File: src/rtl/dipc_pkg.sv
`timescale 1ns / 1ps
`default_nettype none
package dipc_pkg;

  localparam int MAX_NODES = 64;
  localparam int IDX_W     = $clog2(MAX_NODES);
  localparam int NODE_W    = IDX_W + 1;
  localparam int CNT_W     = 30;
  localparam logic [CNT_W-1:0] PATH_MOD = 30'd1000000007;

  localparam logic [1:0] REQ_EDGE_A = 2'd0;
  localparam logic [1:0] REQ_EDGE_B = 2'd1;
  localparam logic [1:0] REQ_COUNT  = 2'd2;

  typedef struct packed {
    logic             rd;
    logic             wr;
    logic             graph;
    logic             clear;
    logic [IDX_W-1:0] addr;
  } es_req_t;

endpackage
`default_nettype wire

File: src/rtl/dipc_mod_add.sv
`timescale 1ns / 1ps
`default_nettype none
module dipc_mod_add
  import dipc_pkg::*;
(
  input  wire logic [CNT_W-1:0] a_i,
  input  wire logic [CNT_W-1:0] b_i,
  output logic      [CNT_W-1:0] sum_o
);

  logic [CNT_W:0] raw;
  logic [CNT_W:0] red;

  assign raw   = {1'b0, a_i} + {1'b0, b_i};
  assign red   = raw - {1'b0, PATH_MOD};
  assign sum_o = (raw >= {1'b0, PATH_MOD}) ? red[CNT_W-1:0] : raw[CNT_W-1:0];

endmodule
`default_nettype wire

File: config.mk
export PLATFORM = sky130hd
export DESIGN_NAME = dipc_mod_add
export DESIGN_NICKNAME = d
export VERILOG_FILES = /design/src/rtl/dipc_pkg.sv /design/src/rtl/dipc_mod_add.sv
export SDC_FILE = /design/constraint.sdc
export NUM_CORES = 1
export LEC_CHECK = 0
export BUFFER_PORTS_ARGS = -buffer_cell sky130_fd_sc_hd__buf_2
export CAP_MARGIN = 15
export CELL_PAD_IN_SITES_DETAIL_PLACEMENT = 2
export CELL_PAD_IN_SITES_GLOBAL_PLACEMENT = 2
export CORE_UTILIZATION = 31
export DETAILED_ROUTE_END_ITERATION = 10
export PLACE_DENSITY = 0.95
export RECOVER_POWER = 50
export SYNTH_ARGS = -nofsm -noshare
export SYNTH_HDL_FRONTEND = slang
export SYNTH_SLANG_ARGS = --single-unit
File: constraint.sdc
create_clock -name vclk -period 7.9
set_clock_uncertainty 0.1 [all_clocks]
set_input_delay 1.185 -clock vclk [all_inputs]
set_output_delay 1.185 -clock vclk [all_outputs]
set_load 0.01 [all_outputs]
== Word-level counts from Yosys, hierarchy flattened ==
Cells that the tools add are included.
Word-level totals
  bits in registers: 0
  input port bits: 60
  output and inout port bits: 30
  word-level logic and storage cells: 4
Cells by class
  add/sub/neg operators: 2
  order comparisons: 1
  mux-type cells: 1
Operators with widths (count)
  adder 30 x 30 -> 31 bit: 1
  >= comparator 31 x 30 -> 1 bit, second input constant: 1
  2-to-1 mux 30 bit: 1
  subtractor 30 bit, second input constant: 1

== Depth between registers and ports, before layout ==
  word-level depth: 3
  depth in mapped cells: 15
  mapped depth without buffers: 14

== Least setup slack after synthesis ==
OpenSTA, ideal clock, no wires.
  kind: input port to output port
  start: in a_i[0]
  end: out sum_o[2]
  arrival time: 4.341 ns
  data required time: 6.615 ns
  setup slack: 2.274 ns
  stages on the path: 14
  path buffers: 1
  path through: ha_1 > inv_1 > fa_1 > nand2b_2 > a211oi_2 > o21ai_0 > a2111oi_4 > nor3_1 > or3_1 > o311ai_2 > o211ai_2 > buf_2 > nor2_1 > xor2_1
On the way
  cells in the longest elaborated chain, start to end: 3
  elaborated cells between the ends (all ways): 4
  those cells by class: 2 x add/sub; 1 x order compare; 1 x mux
RTL lines
  from (decl): line dipc_mod_add.sv:6  | input wire logic [CNT_W-1:0] a_i,
  adder 30 x 30 -> 31 bit *: line dipc_mod_add.sv:14  | assign raw = {1'b0, a_i} + {1'b0, b_i};
  subtractor 30 bit / >= comparator 31 x 30 -> 1 bit (equally long branches): line dipc_mod_add.sv:15, dipc_mod_add.sv:16
  2-to-1 mux 30 bit *: line dipc_mod_add.sv:16  | assign sum_o = (raw >= {1'b0, PATH_MOD}) ? red[CNT_W-1:0] : raw[CNT_W-1:0];
  to (decl): line dipc_mod_add.sv:8  | output logic [CNT_W-1:0] sum_o
Mark *: on every way between the ends. The rest lies on a longest branch, timed or not.

== Worst setup path after layout ==
  start: in a_i[0]
  end: out sum_o[10]
Same word-level chain as after synthesis.

==> results.json <==
{
  "max-cap-violations": 0,
  "drt-initial-drc-count": 156,
  "die-height_um": 97.1,
  "endpoint": "sum_o[10]",
  "die_w_um": 97.1,
  "vias": 3430,
  "area_growth_syn_to_layout_pct": 17.2,
  "slew_headroom": 0.300,
  "nFillCells": 1071,
  "cts.hold.buffers_added": 0,
  "finalHoldViolations": 0,
  "powerDensity_mw_per_mm2": 151,
  "hpwl_um": 9990,
  "place_inst": 586,
  "fin_cells": 586,
  "gp_congestion": 0.906,
  "path_max_fanout": 23,
  "pin_count": 90,
  "timing.final.crit_period_ns": 7.06,
  "rows": 34,
  "max-vdd-ir-drop_mv": 0.0409,
  "port_buffers": 90,
  "synthTopCellsByArea": "ha_1, xnor2_1, a21oi_1, nand2_1, xor2_1",
  "ys.warnings.count": 0,
  "slowest_stage": "a211oi_1",
  "netlist_area_mm2": 0.00280,
  "via_per_inst": 5.85,
  "num-clock-buffers": 0,
  "synth_commonest_cells": "a21oi_1, xnor2_1, nand2_1",
  "synth-seq-area-share": 0,
  "ff_latch_area_um2": 0,
  "setup_tns_ns": 0,
  "synth_top_area_frac": 0.138,
  "yosysMostFrequentCell": "a21oi_1",
  "antenna_left": 0,
  "wl_um": 11400,
  "worstPathCellList": "buf_2, ha_1, inv_1, fa_1, nand2b_2, a211oi_1, o21ai_0, a2111oi_4, nor3_1, nor3_1, o31a_1, o21bai_1, o211ai_2, buf_4, a21oi_1, xnor2_1, buf_2",
  "crit_arrival_ns": 5.77,
  "critPathRequiredTime_ns": 6.61,
  "synthCells": 405,
  "syn_nets": 497,
  "grt_pass1_vias": 3883,
  "hp-class": "in -> out",
  "start_util": 0.321,
  "startpoint": "a_i[0]",
  "antenna_found_initial": 0,
  "postCtsSetupBuffers": 0,
  "end_kind": "output pin",
  "grt_max_degree": 24,
  "ctsResizeCount": 0,
  "status": "finished, final reports clean",
  "dieArea_mm2": 0.00942,
  "worst_pin_slew_ns": 1.04,
  "post-route-period-util": 0.893,
  "design.seq.count": 0,
  "rsz0062_at_grt": "false",
  "drive_above_1_share": 0.222,
  "fin_nets": 572,
  "multiInputGateArea_mm2": 0.00265,
  "synth_top_area_cell": "ha_1",
  "grt_usage": 0.239,
  "overflow": 0,
  "fmax_mhz": 142,
  "dr.pass1.iters": 4,
  "max_stage_delay_ns": 0.85,
  "setup_viol": 0,
  "synth_area_per_cell_um2": 6.92,
  "wl_per_cell_um": 19.4,
  "path_class": "in -> out",
  "drc_errors": 0,
  "grt_pass1_wl_um": 19200,
  "diodes": 0,
  "p_leak_nw": 1.43,
  "synth.distinct_cells": 67,
  "coreArea_mm2": 0.00872,
  "slew_violations": 0,
  "critPathLaunchType": "input pin"
}
how the worst min path moves through the flow:
| stage | startpoint | to | slack (ns) | cells past startpoint |
|---|---|---|---|---|
| 6_report | b_i[0] | sum_o[0] | 2.75 | 4 |
| 5_1_grt | b_i[0] | sum_o[0] | 2.79 | 4 |
| 4_1_cts | b_i[0] | sum_o[0] | 2.76 | 4 |
| 3_5_place_dp | b_i[0] | sum_o[0] | 2.76 | 4 |
| 3_3_place_gp | b_i[0] | sum_o[0] | 2.73 | 4 |
| 2_1_floorplan | b_i[0] | sum_o[0] | 2.52 | 2 |
cell families (layout without fill, tap and decap cells):
kind of cell | after synthesis | in the layout | share of synthesized area
compound gates | 140 | 140 | 0.343
xor+xnor | 57 | 57 | 0.178
fa+ha+maj | 32 | 32 | 0.146
buf+inv | 31 | 104 | 0.0478
mux | 3 | 3 | 0.0116
simple gates | 142 | 142 | 0.274
where the power goes:
group	switching [mW]	total [mW]	leakage, nW	internal (mW)
clock	0	0	0	0
combinational	0.304	0.496	1.43	0.192
sequential	0	0	0	0
total	0.304	0.496	1.43	0.192
layer usage:
| layer | track usage | share of wire |
|---|---|---|
| met1 | 0.301 | 0.44 |
| met2 | 0.448 | 0.52 |
| met3 | 0.0108 | 0.025 |
| met4 | 0.0482 | 0.015 |
| met5 | 0 | 0 |
worst max-delay path: cells and delay by family:
family | cells | cell delay [ns]
XOR/XNOR | 1 | 0.23
buffers and inverters | 4 | 0.65
AND/OR/NAND/NOR | 3 | 0.62
adder cells (fa/ha/maj) | 2 | 0.59
AO/OA/AOI/OAI | 7 | 2.48
cell type report:
cell class | count | area share
tap | 108 | 0.0412
timing repair buffer | 91 | 0.136
inverter | 13 | 0.0149
multi-input combinational | 374 | 0.808
per-stage QoR:
step | instance area [um^2] | hold slack, ns | utilization | power, mW | setup WS, ns
2_1_floorplan | 2800 | 2.52 | - | 0.334 | 2.27
3_3_place_gp | 3310 | 2.73 | 0.379 | 0.473 | 1.57
3_5_place_dp | 3310 | 2.76 | 0.379 | 0.500 | 1.23
4_1_cts | 3310 | 2.76 | 0.379 | 0.503 | 1.22
5_1_grt | 3280 | 2.79 | 0.376 | 0.538 | 0.533
6_report | 3280 | 2.75 | 0.376 | 0.496 | 0.845
placed cells by master (no fill, tap or decap), types with 3 or more instances in the layout:
cell      netlist  routed
a31oi_1         3       3
nand3_1         9       9
o21bai_1        4       4
nand4_1         7       7
o211ai_1        5       5
and3_1          8       8
ha_1           31      31
o21a_1          6       6
a311oi_1        3       3
and2_1          3       3
and4_1          4       4
inv_1          13      13
clkbuf_1        9       8
nand2b_1        7       7
a21o_1         12      12
nand2_1        38      38
o21ai_0        20      20
or3_1           4       4
o31ai_1         4       4
o21ai_1         5       5
xor2_1         15      15
xnor2_1        42      42
a21oi_1        45      45
nor3_2          4       4
buf_2           8      82
a211oi_1        5       6
nor3_1         12      12
nor2_1         27      27
nor2b_1         4       4
Note: power is estimated with default switching activity, not from simulation.
